**src/rtl/i2cm_pkg.sv**
```systemverilog
`timescale 1ns / 1ps
// ----------------------------------------------------------------------------
// i2cm_pkg
// shared types and codes of the i2c bus master phy: command codes,
// sequencer phase codes, timer width and the beats that move between stages
// ----------------------------------------------------------------------------
package i2cm_pkg;

    localparam int TIMER_W = 16;
    localparam int TICKS_W = 16;
    localparam int BYTE_W  = 8;

    localparam logic [3:0] BYTE_BITS = 4'd8;

    localparam logic [2:0] OP_START  = 3'd0;
    localparam logic [2:0] OP_STOP   = 3'd1;
    localparam logic [2:0] OP_WRITE  = 3'd2;
    localparam logic [2:0] OP_READ   = 3'd3;
    localparam logic [2:0] OP_ACKCHK = 3'd4;
    localparam logic [2:0] OP_NACK   = 3'd5;

    localparam logic [3:0] PH_0    = 4'd0;
    localparam logic [3:0] PH_1    = 4'd1;
    localparam logic [3:0] PH_2    = 4'd2;
    localparam logic [3:0] PH_3    = 4'd3;
    localparam logic [3:0] PH_IDLE = 4'd15;

    typedef struct packed {
        logic              go;
        logic [2:0]        cmd;
        logic [BYTE_W-1:0] tx_byte;
        logic              sda_in;
    } cmd_beat_t;

    typedef struct packed {
        logic scl;
        logic sda;
        logic drv;
    } pins_t;

    typedef struct packed {
        pins_t             pins;
        logic              busy;
        logic              done;
        logic [BYTE_W-1:0] rx_byte;
        logic              ack;
    } res_beat_t;

endpackage

```
**src/rtl/i2cm_front.sv**
```systemverilog
`timescale 1ns / 1ps
// ----------------------------------------------------------------------------
// i2cm_front
// accepts tick beats, flags those that carry a legal command and holds
// them in a two-entry queue for the sequencer
// ----------------------------------------------------------------------------
module i2cm_front
    import i2cm_pkg::*;
(
    input  logic              clk,
    input  logic              rst_n,
    input  logic              push,
    output logic              full,
    input  logic              cmd_valid,
    input  logic [2:0]        cmd,
    input  logic [BYTE_W-1:0] tx_byte,
    input  logic              sda_in,
    output logic              q_valid,
    input  logic              q_pop,
    output cmd_beat_t         q_head
);

    cmd_beat_t   entry_reg [2];
    logic        wptr_reg;
    logic        wptr_next;
    logic        rptr_reg;
    logic        rptr_next;
    logic [1:0]  count_reg;
    logic [1:0]  count_next;
    logic        do_push;
    logic        do_pop;
    cmd_beat_t   beat;

    assign full    = (count_reg == 2'd2);
    assign q_valid = (count_reg != 2'd0);
    assign q_head  = entry_reg[rptr_reg];
    assign do_push = push && !full;
    assign do_pop  = q_pop && q_valid;

    always_comb
    begin
        beat.go      = cmd_valid && (cmd <= OP_NACK);
        beat.cmd     = cmd;
        beat.tx_byte = tx_byte;
        beat.sda_in  = sda_in;
    end

    always_comb
    begin
        wptr_next  = do_push ? ~wptr_reg : wptr_reg;
        rptr_next  = do_pop ? ~rptr_reg : rptr_reg;
        count_next = count_reg;
        if (do_push && !do_pop)
        begin
            count_next = count_reg + 2'd1;
        end
        else if (!do_push && do_pop)
        begin
            count_next = count_reg - 2'd1;
        end
    end

    always_ff @(posedge clk or negedge rst_n)
    begin
        if (!rst_n)
        begin
            wptr_reg  <= 1'b0;
            rptr_reg  <= 1'b0;
            count_reg <= 2'd0;
        end
        else
        begin
            wptr_reg  <= wptr_next;
            rptr_reg  <= rptr_next;
            count_reg <= count_next;
        end
    end

    always_ff @(posedge clk)
    begin
        if (do_push)
        begin
            entry_reg[wptr_reg] <= beat;
        end
    end

    a_count_range: assert property (@(posedge clk) disable iff (!rst_n)
        count_reg <= 2'd2)
        else $error("command queue overfilled");

    a_push_grows: assert property (@(posedge clk) disable iff (!rst_n)
        (do_push && !do_pop) |=> (count_reg == $past(count_reg) + 2'd1))
        else $error("command queue lost a beat");

endmodule

```
**src/rtl/i2cm_seq.sv**
```systemverilog
`timescale 1ns / 1ps
// ----------------------------------------------------------------------------
// i2cm_seq
// pin phase sequencer: one tick per beat, runs start, stop, byte write,
// byte read, ack check and nack phases and emits one result beat per tick
// ----------------------------------------------------------------------------
module i2cm_seq
    import i2cm_pkg::*;
(
    input  logic               clk,
    input  logic               rst_n,
    input  logic               cfg_valid,
    output logic               cfg_ready,
    input  logic [TICKS_W-1:0] cfg_data,
    input  logic               q_valid,
    output logic               q_pop,
    input  cmd_beat_t          q_head,
    input  logic               r_ready,
    output logic               r_push,
    output res_beat_t          r_beat
);

    localparam logic [32:0] TIMER_MAX = (33'd1 << TIMER_W) - 33'd1;

    logic [TICKS_W-1:0] ticks_reg;
    logic [3:0]         phase_reg;
    logic [3:0]         phase_next;
    logic [2:0]         op_reg;
    logic [2:0]         op_next;
    logic [3:0]         bits_reg;
    logic [3:0]         bits_next;
    logic [TIMER_W-1:0] timer_reg;
    logic [TIMER_W-1:0] timer_next;
    logic [BYTE_W-1:0]  shift_reg;
    logic [BYTE_W-1:0]  shift_next;
    pins_t              pins_reg;
    pins_t              pins_next;
    logic               ack_reg;
    logic               ack_next;
    logic               done;
    logic               finish;
    logic [3:0]         nph;
    logic [TIMER_W-1:0] load;
    logic [32:0]        ticks_wide;

    function automatic pins_t apply_phase(input logic [2:0] op, input logic [3:0] ph,
                                          input pins_t cur, input logic msb);
        pins_t p;
        p = cur;
        unique case (op) inside
            OP_START:
            begin
                if (ph == PH_0)
                begin
                    p.scl = 1'b1;
                    p.sda = 1'b1;
                    p.drv = 1'b1;
                end
                else if (ph == PH_1) p.sda = 1'b0;
                else p.scl = 1'b0;
            end
            OP_STOP:
            begin
                if (ph == PH_0)
                begin
                    p.sda = 1'b0;
                    p.drv = 1'b1;
                end
                else if (ph == PH_1) p.scl = 1'b1;
                else p.sda = 1'b1;
            end
            OP_WRITE:
            begin
                if (ph == PH_0)
                begin
                    p.sda = msb;
                    p.drv = 1'b1;
                end
                else if (ph == PH_1) p.scl = 1'b1;
                else p.scl = 1'b0;
            end
            OP_READ:
            begin
                if (ph == PH_0) p.drv = 1'b0;
                else if (ph == PH_1) p.scl = 1'b1;
                else p.scl = 1'b0;
            end
            OP_ACKCHK:
            begin
                if (ph == PH_0) p.drv = 1'b0;
                else if (ph == PH_1) p.scl = 1'b1;
                else if (ph == PH_2) p.scl = 1'b0;
                else p.drv = 1'b1;
            end
            default:
            begin
                if (ph == PH_0) p.drv = 1'b1;
                else if (ph == PH_1) p.sda = 1'b1;
                else if (ph == PH_2) p.scl = 1'b1;
                else p.scl = 1'b0;
            end
        endcase
        return p;
    endfunction

    assign cfg_ready = 1'b1;
    assign q_pop     = q_valid && r_ready;
    assign r_push    = q_pop;

    // phase length, saturated to the timer and never zero
    always_comb
    begin
        ticks_wide = {{(33 - TICKS_W){1'b0}}, ticks_reg};
        if (ticks_wide > TIMER_MAX)
        begin
            ticks_wide = TIMER_MAX;
        end
        load = ticks_wide[TIMER_W-1:0];
        if (load == '0)
        begin
            load = TIMER_W'(1);
        end
    end

    always_comb
    begin
        phase_next = phase_reg;
        op_next    = op_reg;
        bits_next  = bits_reg;
        timer_next = timer_reg;
        shift_next = shift_reg;
        pins_next  = pins_reg;
        ack_next   = ack_reg;
        done       = 1'b0;
        finish     = 1'b0;
        nph        = phase_reg + 4'd1;
        if (q_pop)
        begin
            if (phase_reg == PH_IDLE)
            begin
                if (q_head.go)
                begin
                    op_next   = q_head.cmd;
                    bits_next = 4'd0;
                    if (q_head.cmd == OP_WRITE) shift_next = q_head.tx_byte;
                    if (q_head.cmd == OP_READ) shift_next = '0;
                    phase_next = PH_0;
                    pins_next  = apply_phase(q_head.cmd, PH_0, pins_reg,
                                             shift_next[BYTE_W-1]);
                    timer_next = load;
                end
            end
            else if (timer_reg > TIMER_W'(1))
            begin
                timer_next = timer_reg - TIMER_W'(1);
            end
            else
            begin
                if (op_reg == OP_READ && phase_reg == PH_1)
                    shift_next = {shift_reg[BYTE_W-2:0], q_head.sda_in};
                if (op_reg == OP_ACKCHK && phase_reg == PH_1)
                    ack_next = q_head.sda_in;
                if (op_reg == OP_WRITE && phase_reg == PH_2)
                begin
                    shift_next = {shift_reg[BYTE_W-2:0], shift_reg[BYTE_W-1]};
                    bits_next  = bits_reg + 4'd1;
                end
                if (op_reg == OP_READ && phase_reg == PH_2)
                    bits_next = bits_reg + 4'd1;

                unique case (op_reg) inside
                    OP_START, OP_STOP:
                    begin
                        finish = (phase_reg >= PH_2);
                    end
                    OP_WRITE, OP_READ:
                    begin
                        if (phase_reg >= PH_2)
                        begin
                            if (bits_next < BYTE_BITS)
                                nph = (op_reg == OP_WRITE) ? PH_0 : PH_1;
                            else
                                finish = 1'b1;
                        end
                    end
                    default:
                    begin
                        finish = (phase_reg >= PH_3);
                    end
                endcase

                if (finish)
                begin
                    phase_next = PH_IDLE;
                    timer_next = '0;
                    done       = 1'b1;
                end
                else
                begin
                    phase_next = nph;
                    pins_next  = apply_phase(op_reg, nph, pins_reg,
                                             shift_next[BYTE_W-1]);
                    timer_next = load;
                end
            end
        end
    end

    always_comb
    begin
        r_beat.pins    = pins_next;
        r_beat.busy    = (phase_next != PH_IDLE);
        r_beat.done    = done;
        r_beat.rx_byte = shift_next;
        r_beat.ack     = ack_next;
    end

    always_ff @(posedge clk or negedge rst_n)
    begin
        if (!rst_n)
        begin
            ticks_reg <= TICKS_W'(250);
            phase_reg <= PH_IDLE;
            op_reg    <= OP_START;
            bits_reg  <= 4'd0;
            timer_reg <= '0;
            shift_reg <= '0;
            pins_reg  <= '{scl: 1'b1, sda: 1'b1, drv: 1'b1};
            ack_reg   <= 1'b1;
        end
        else
        begin
            if (cfg_valid && cfg_ready)
            begin
                ticks_reg <= cfg_data;
            end
            phase_reg <= phase_next;
            op_reg    <= op_next;
            bits_reg  <= bits_next;
            timer_reg <= timer_next;
            shift_reg <= shift_next;
            pins_reg  <= pins_next;
            ack_reg   <= ack_next;
        end
    end

    a_timer_live: assert property (@(posedge clk) disable iff (!rst_n)
        (phase_reg != PH_IDLE) |-> (timer_reg != '0))
        else $error("timer expired inside a phase");

    a_timer_idle: assert property (@(posedge clk) disable iff (!rst_n)
        (phase_reg == PH_IDLE) |-> (timer_reg == '0))
        else $error("timer running while idle");

    a_done_idle: assert property (@(posedge clk) disable iff (!rst_n)
        (r_push && r_beat.done) |=> (phase_reg == PH_IDLE))
        else $error("done reported while still busy");

    a_stall_holds: assert property (@(posedge clk) disable iff (!rst_n)
        !q_pop |=> $stable(phase_reg) && $stable(timer_reg))
        else $error("sequencer moved without a beat");

endmodule

```
**src/rtl/i2cm_resq.sv**
```systemverilog
`timescale 1ns / 1ps
// ----------------------------------------------------------------------------
// i2cm_resq
// two-entry result queue between the sequencer and the result ports
// ----------------------------------------------------------------------------
module i2cm_resq
    import i2cm_pkg::*;
(
    input  logic      clk,
    input  logic      rst_n,
    input  logic      r_push,
    output logic      r_ready,
    input  res_beat_t r_beat,
    output logic      empty,
    input  logic      pop,
    output res_beat_t head
);

    res_beat_t  entry_reg [2];
    logic       wptr_reg;
    logic       rptr_reg;
    logic [1:0] count_reg;
    logic [1:0] count_next;
    logic       do_push;
    logic       do_pop;

    assign r_ready = (count_reg != 2'd2);
    assign empty   = (count_reg == 2'd0);
    assign head    = entry_reg[rptr_reg];
    assign do_push = r_push && r_ready;
    assign do_pop  = pop && !empty;

    always_comb
    begin
        count_next = count_reg;
        if (do_push && !do_pop)
        begin
            count_next = count_reg + 2'd1;
        end
        else if (!do_push && do_pop)
        begin
            count_next = count_reg - 2'd1;
        end
    end

    always_ff @(posedge clk or negedge rst_n)
    begin
        if (!rst_n)
        begin
            wptr_reg  <= 1'b0;
            rptr_reg  <= 1'b0;
            count_reg <= 2'd0;
        end
        else
        begin
            if (do_push) wptr_reg <= ~wptr_reg;
            if (do_pop) rptr_reg <= ~rptr_reg;
            count_reg <= count_next;
        end
    end

    always_ff @(posedge clk)
    begin
        if (do_push)
        begin
            entry_reg[wptr_reg] <= r_beat;
        end
    end

    a_count_range: assert property (@(posedge clk) disable iff (!rst_n)
        count_reg <= 2'd2)
        else $error("result queue overfilled");

    a_ptr_match: assert property (@(posedge clk) disable iff (!rst_n)
        (count_reg == 2'd0 || count_reg == 2'd2) |-> (wptr_reg == rptr_reg))
        else $error("result queue pointers out of step");

endmodule

```
**src/rtl/i2c_bus_master_phy_top.sv**
```systemverilog
`timescale 1ns / 1ps
// ----------------------------------------------------------------------------
// i2c_bus_master_phy_top
// byte level i2c master phy driving scl and sda, one beat per bus tick
// ----------------------------------------------------------------------------
// Each input beat is one tick of the bus timebase and yields exactly one
// result beat holding the pin levels, busy, done, the shift register and the
// last acknowledge level. One beat is taken every clock cycle while full is
// low: the sequencer works each beat out combinationally as it pops it, and
// a two-entry command queue ahead of it and a two-entry result queue behind
// it let both sides stall independently. A beat passes the command queue
// entry and then the result queue entry before it reaches the result ports;
// full rises only once both queues are filled by a stalled pop.
// ----------------------------------------------------------------------------
module i2c_bus_master_phy_top
    import i2cm_pkg::*;
(
    input  logic               clk,
    input  logic               rst_n,
    input  logic               cfg_valid,
    output logic               cfg_ready,
    input  logic [TICKS_W-1:0] cfg_data,
    input  logic               push,
    output logic               full,
    input  logic               cmd_valid,
    input  logic [2:0]         cmd,
    input  logic [BYTE_W-1:0]  tx_byte,
    input  logic               sda_in,
    output logic               empty,
    input  logic               pop,
    output logic               scl_level,
    output logic               sda_level,
    output logic               sda_drive,
    output logic               busy_res,
    output logic               done_res,
    output logic [BYTE_W-1:0]  rx_byte,
    output logic               ack_seen
);

    logic      q_valid;
    logic      q_pop;
    cmd_beat_t q_head;
    logic      r_ready;
    logic      r_push;
    res_beat_t r_beat;
    res_beat_t head;

    i2cm_front u_front
    (
        .clk       (clk),
        .rst_n     (rst_n),
        .push      (push),
        .full      (full),
        .cmd_valid (cmd_valid),
        .cmd       (cmd),
        .tx_byte   (tx_byte),
        .sda_in    (sda_in),
        .q_valid   (q_valid),
        .q_pop     (q_pop),
        .q_head    (q_head)
    );

    i2cm_seq u_seq
    (
        .clk       (clk),
        .rst_n     (rst_n),
        .cfg_valid (cfg_valid),
        .cfg_ready (cfg_ready),
        .cfg_data  (cfg_data),
        .q_valid   (q_valid),
        .q_pop     (q_pop),
        .q_head    (q_head),
        .r_ready   (r_ready),
        .r_push    (r_push),
        .r_beat    (r_beat)
    );

    i2cm_resq u_resq
    (
        .clk     (clk),
        .rst_n   (rst_n),
        .r_push  (r_push),
        .r_ready (r_ready),
        .r_beat  (r_beat),
        .empty   (empty),
        .pop     (pop),
        .head    (head)
    );

    assign scl_level = head.pins.scl;
    assign sda_level = head.pins.sda;
    assign sda_drive = head.pins.drv;
    assign busy_res  = head.busy;
    assign done_res  = head.done;
    assign rx_byte   = head.rx_byte;
    assign ack_seen  = head.ack;

endmodule

```
**config.mk**
```make
export PLATFORM = sky130hd
export DESIGN_NAME = i2c_bus_master_phy_top
export DESIGN_NICKNAME = d
export VERILOG_FILES = /design/src/rtl/i2cm_pkg.sv /design/src/rtl/i2cm_front.sv /design/src/rtl/i2cm_seq.sv /design/src/rtl/i2cm_resq.sv /design/src/rtl/i2c_bus_master_phy_top.sv
export SDC_FILE = /design/constraint.sdc
export NUM_CORES = 1
export LEC_CHECK = 0
export ABC_AREA = 1
export ABC_CLOCK_PERIOD_IN_PS = 5600
export BUFFER_PORTS_ARGS = -buffer_cell sky130_fd_sc_hd__buf_2
export CAP_MARGIN = 20
export CORE_MARGIN = 1
export CORE_UTILIZATION = 30
export DETAILED_ROUTE_END_ITERATION = 12
export PLACE_DENSITY = 0.56
export SYNTH_ARGS = -nofsm -noshare
export SYNTH_HDL_FRONTEND = slang
export SYNTH_SLANG_ARGS = --single-unit
```
**constraint.sdc**
```tcl
create_clock -name clk -period 5.6 [get_ports clk]
set_input_delay 1.12 -clock clk [delete_from_list [all_inputs] [get_ports clk]]
set_output_delay 1.12 -clock clk [all_outputs]
set_load 0.05 [all_outputs]
```
## Yosys cells after proc, flatten, opt, wreduce, memory -nomap -nowiden

Memories as Yosys holds them, arrays and structs flattened.
Cells that the tools add are included.
Widths: inputs -> output; s select.

- Bits in registers: 63
- Input port bits: 34
- Memory bits (writable): 54
- Memories: 2
- Logic and storage cells: 175

- Bitwise logic cells: 4
- Order comparisons: 5
- Add/sub/neg operators: 7
- Equal/unequal tests: 18
- Reductions and logical operators: 35
- Mux-type cells: 88

Memories:

| name | depth | width | read ports | clocked after Yosys merged registers in | wr ports | RTL line | text |
|---|---|---|---|---|---|---|---|
| u_resq.entry_reg | 2 | 14 | 1 | 0 | 1 | i2cm_resq.sv:19 | `res_beat_t entry_reg [2];` |
| u_front.entry_reg | 2 | 13 | 1 | 0 | 1 | i2cm_front.sv:23 | `cmd_beat_t entry_reg [2];` |

Operator list:

| operator | count |
|---|---|
| $mux 16 | 5 |
| $mux 4 | 19 |
| $mux 8 | 8 |
| $mux 1 | 39 |
| $gt 16x1->1 const B | 1 |
| $logic_not 16->1 | 1 |
| $sub 16x1->16 const B | 1 |
| $mux 3 | 5 |
| $logic_and 1x1->1 | 14 |
| $mux 2 | 7 |
| $eq 3x2->1 const B | 4 |
| $add 4x1->4 const B | 2 |
| $eq 4x1->1 const B | 2 |
| $eq 4x2->1 const B | 2 |
| $ge 4x2->1 const B | 2 |
| $pmux 1 s4 | 2 |
| $reduce_or 2->1 | 4 |
| $eq 3x1->1 const B | 2 |
| $eq 3x3->1 const B | 2 |
| $logic_not 1->1 | 6 |
| $logic_not 3->1 | 2 |
| $pmux 1 s3 | 2 |
| $reduce_and 3->1 | 2 |
| $reduce_bool 2->1 | 3 |
| 14 further kinds | 20 |

## Logic depth before layout (Yosys ltp)

- Depth in word-level cells: 23
- Mapped depth: 18
- Gate-level depth less buffers: 18

## Cells and area by module

Synthesis repeated with hierarchy kept, for this count alone.

- Cells, all modules: 704
- Area, all modules: 6,212.2 um^2

Modules (own cells, without submodules):

| module | area each (um^2) | cells an instance | sequential area each (um^2) | instances |
|---|---|---|---|---|
| i2cm_seq | 3,762.4 | 502 | 1,393.8 | 1 |
| i2cm_resq | 1,256.2 | 102 | 940.9 | 1 |
| i2cm_front | 1,193.6 | 100 | 880.8 | 1 |

## Least setup slack after synthesis

No wires, ideal clock.

- Path kind: flip-flop to output port
- From: reg u_resq.rptr_reg
- To: out busy_res
- Cell stages (with the launch flop): 5
- Arrival: 1,237 ps
- Setup slack: 3,243 ps
- Buffers on the path: 1
- Cells stage by stage: dfrtp_1 -> inv_1 -> clkbuf_1 -> nand2_1 -> nand2_1

- Longest elaborated chain between the ends: 1

RTL lines:

| what | RTL line | text |
|---|---|---|
| from (decl) | i2cm_resq.sv:21 | `logic rptr_reg;` |
| from (signal assigned) | i2cm_resq.sv:57 | `if (do_pop) rptr_reg <= ~rptr_reg;` |
| $mem_v2 2x14 | -- |  |
| to (decl) | i2c_bus_master_phy_top.sv:34 | `output logic busy_res,` |

No other way between the ends.

## Worst setup path in the final report

- From: reg u_resq.rptr_reg
- To: out rx_byte[0]

- Longest elaborated chain between the ends: 1

RTL lines:

| what | RTL line | text |
|---|---|---|
| $mem_v2 2x14 | -- |  |
| to (decl) | i2c_bus_master_phy_top.sv:36 | `output logic [BYTE_W-1:0] rx_byte,` |

No other way between the ends.

==> results_dict.tcl <==
set metrics [dict create \
    routed_via_density 4.66 \
    antenna_found_initial 0 \
    largest_reg_flops 28 \
    h-tree-depth 4 \
    max_slew_margin_pct 34.4 \
    clkTransAtPathRegs_ns 0.06 \
    coreArea_sq_mm 0.0196 \
    reg2reg_to "u_resq.entry_reg[1][10]$_DFFE_PP_" \
    irDropWorstVdd_v 0.000202 \
    fin_tns_setup_ns 0 \
    clockRootBuffer "clkbuf_16" \
    synth-seq-area-share_pct 53.2 \
    drt-total-wl_microns 13600 \
    mappedNetlistArea_sq_mm 0.00605 \
    synth.area.top_cells "edfxtp_1 (27%), dfrtp_1 (20%), nand2_1 (8.5%)" \
    cts_hold_buffers 0 \
    rows 51 \
    area_growth_pct 18.3 \
    yosys_most_used_dff "edfxtp_1" \
    worstMarginPinSlew_ns 0.979 \
    whs_path_depth 2 \
    portBuffers 49 \
    p_switching_mw 1.54 \
    setup_viol 0 \
    min_from "u_seq.ticks_reg[7]$_DFFE_PN1P_" \
    hold_class "flip-flop to flip-flop" \
    grt_pass1_wl_microns 22800 \
    p_int_mw 2.18 \
    hold_violations 0 \
    postCtsSetupBuffers 0 \
    dieArea_sq_mm 0.0207 \
    leakage_nw 3.10 \
    grt_pass1_vias 4390 \
    worstSetupPathType "flip-flop to primary output" \
    cp-end-kind "primary output" \
    finalCritPeriodShare_pct 54.5 \
    yosysWarnings 0 \
    routedWlPerCell_microns 13.6 \
    first_pass_iters 4 \
    yosys.area.top_type "edfxtp_1" \
    drv_cap 0 \
    start_kind "flip-flop" \
    combPwrFrac_pct 35.2 \
    tritoncts "done" \
    fp.dieH_microns 144 \
    finalClockSkew_ns 0.0142 \
    rr_startpoint "u_seq.phase_reg[0]$_DFF_PN1_" \
    drc 0 \
    timing.fmax_mhz 328 \
    grt_overflow 0 \
    diodes 0 \
    post-place-cells 969 \
    synth_area_per_cell_sq_um 9.03 \
    finalWorstPathRequiredPeriod_ns 3.05 \
    pwr_density_cell_mw_per_mm2 520 \
    outcome "complete, no violations" \
    clockBufferDepth 2 \
    gp_congestion 0.885 \
    ant_nets 0 \
    hold_ws_ns 0.500 \
    rsz0062_at_grt "false" \
    dieWidth_microns 144 \
    p_seq_share_pct 36.2 \
    swShare_pct 41.5 \
    grt_util_all_layers_pct 14.5 \
    vias 4672 \
    p_total_mw 3.72 \
    cp_max_fo 15 \
    finalMaxSlewViolations 0 \
    synthCells 670 \
    cts_sinks 117 \
    dr.first_iter.drc_count 285 \
    cp.required_ns 4.48 \
    synth-seq-cells 117 \
    reg2reg_depth 8 \
    ys_async_sr_fraction_pct 53.8 \
    final_nets 766 \
    layout-drive-gt1-share_pct 20.4 \
    clkPwrFrac_pct 28.6 \
    whs_endpoint "u_seq.ticks_reg[7]$_DFFE_PN1P_" \
    synth_edf_count 54 \
    yosysTopAreaCellShare_pct 26.8 \
    cp.arrival_ns 1.93 \
    fill_cells 2006 \
    place_hpwl_microns 9660 \
    start_util_pct 30.9 \
    ios 51 \
    grt_max_degree 64 \
    r2r_slack_ns 2.62 \
    clkLatencyLatePin_ns 0.42 \
    synth_fp_nets 712 \
    fin_cells 1002 \
    cts_made_buffers 17 \
    synth_cell_types 49 \
    cts-resized-gates 0 \
]
[power by group through the flow]
stage | registers, mW | logic, mW | clock network, mW
floorplan | 1.31 | 1.02 | 0
global placement | 1.36 | 1.30 | 0
detailed placement | 1.36 | 1.31 | 0
CTS | 1.35 | 1.32 | 1.08
global route | 1.38 | 1.46 | 1.12
finish | 1.35 | 1.31 | 1.06
[critical path, stage by stage, from the launching register on]
cell and delay (ns):
dfrtp_1 0.56, inv_1 0.48, nand2_1 0.10, nand2_1 0.10, buf_2 0.26
[worst max path at each step]
| stage | endpoint | cells after the start | start | slack (ns) |
|---|---|---|---|---|
| final | rx_byte[0] | 4 | u_resq.rptr_reg$_DFFE_PN0P_ | 2.55 |
| after detailed placement | u_resq.entry_reg[1][10]$_DFFE_PP_ | 8 | u_seq.phase_reg[0]$_DFF_PN1_ | 2.60 |
| after global placement | u_resq.entry_reg[0][10]$_DFFE_PP_ | 8 | u_seq.phase_reg[0]$_DFF_PN1_ | 2.70 |
| after CTS | rx_byte[0] | 4 | u_resq.rptr_reg$_DFFE_PN0P_ | 2.43 |
| after global routing | sda_drive | 4 | u_resq.rptr_reg$_DFFE_PN0P_ | 2.28 |
| after floorplan | busy_res | 4 | u_resq.rptr_reg$_DFFE_PN0P_ | 3.24 |
[layer usage]
| layer | global-route usage (%) | up-vias | wire (microns) |
|---|---|---|---|
| li1 | - | 2379 | - |
| met1 | 20.6 | 2183 | 6990 |
| met2 | 21.3 | 93 | 5910 |
| met3 | 3.34 | 17 | 540 |
| met4 | 5.60 | 0 | 188 |
| met5 | 0 | - | 0 |
[metrics by stage]
step,utilization [%],instance area (sq um),setup slack (ns)
2_1_floorplan,-,6050,3.24
3_3_place_gp,33.5,6560,2.70
3_5_place_dp,33.5,6560,2.60
4_1_cts,36.5,7140,2.43
5_1_grt,36.5,7150,2.28
6_report,36.5,7150,2.55
[cells by family (layout without fill, tap and decap cells)]
group / Yosys count / after routing / share of synthesized area, %
and+or+nand+nor: 275 / 275 / 21.1
AOI/OAI and AO/OA: 147 / 147 / 14.7
DFF: 117 / 117 / 53.2
buffers and inverters: 109 / 176 / 7.43
xor gates and xnor gates: 13 / 13 / 1.88
adders and majority gates: 8 / 8 / 1.66
other: 1 / 1 / 0.0620
[cell usage in the layout (no fill, tap or decap), types with 3 or more instances in the layout]
cell and count:
nor4_1 3, clkbuf_16 17, dfstp_2 14, inv_2 12
nand2_4 6, nor2_1 62, ha_1 8, nand4_1 11
nor2_4 3, o211ai_1 11, dfrtp_1 49, nor3_1 7
nand2_1 137, edfxtp_1 54, nand2_2 10, inv_1 75
o21ai_0 59, o22ai_1 6, a31oi_1 9, nand3_2 3
buf_2 49, clkinvlp_4 3, nand3_1 23, inv_6 5
o21ai_1 4, a22oi_1 3, a21oi_1 31, buf_4 5
xnor2_1 3, a21oi_2 3, o2111ai_1 10, or2_2 3
xor2_1 10
[Yosys cell counts (all sizes together) (10+ instances only)]
library cell and n:
clkbuf 12, inv 88, o211ai 11, xor2 10, dfstp 14, nand2 153
o2111ai 10, edfxtp 54, a21oi 34, nand4 11, nor2 68, o21ai 64
dfrtp 49, nand3 26
[final cells by class]
class                           count  area, sq um  share of cell area, %
Clock inverter                     14          141                   1.98
Inverter                           89          349                   4.88
Multi-Input combinational cell    444         2380                   33.3
Clock buffer                       18          439                   6.14
Tap cell                          265          332                   4.63
Timing Repair Buffer               55          294                   4.11
Sequential cell                   117         3220                   44.9
(Power assumes the default switching activity.)
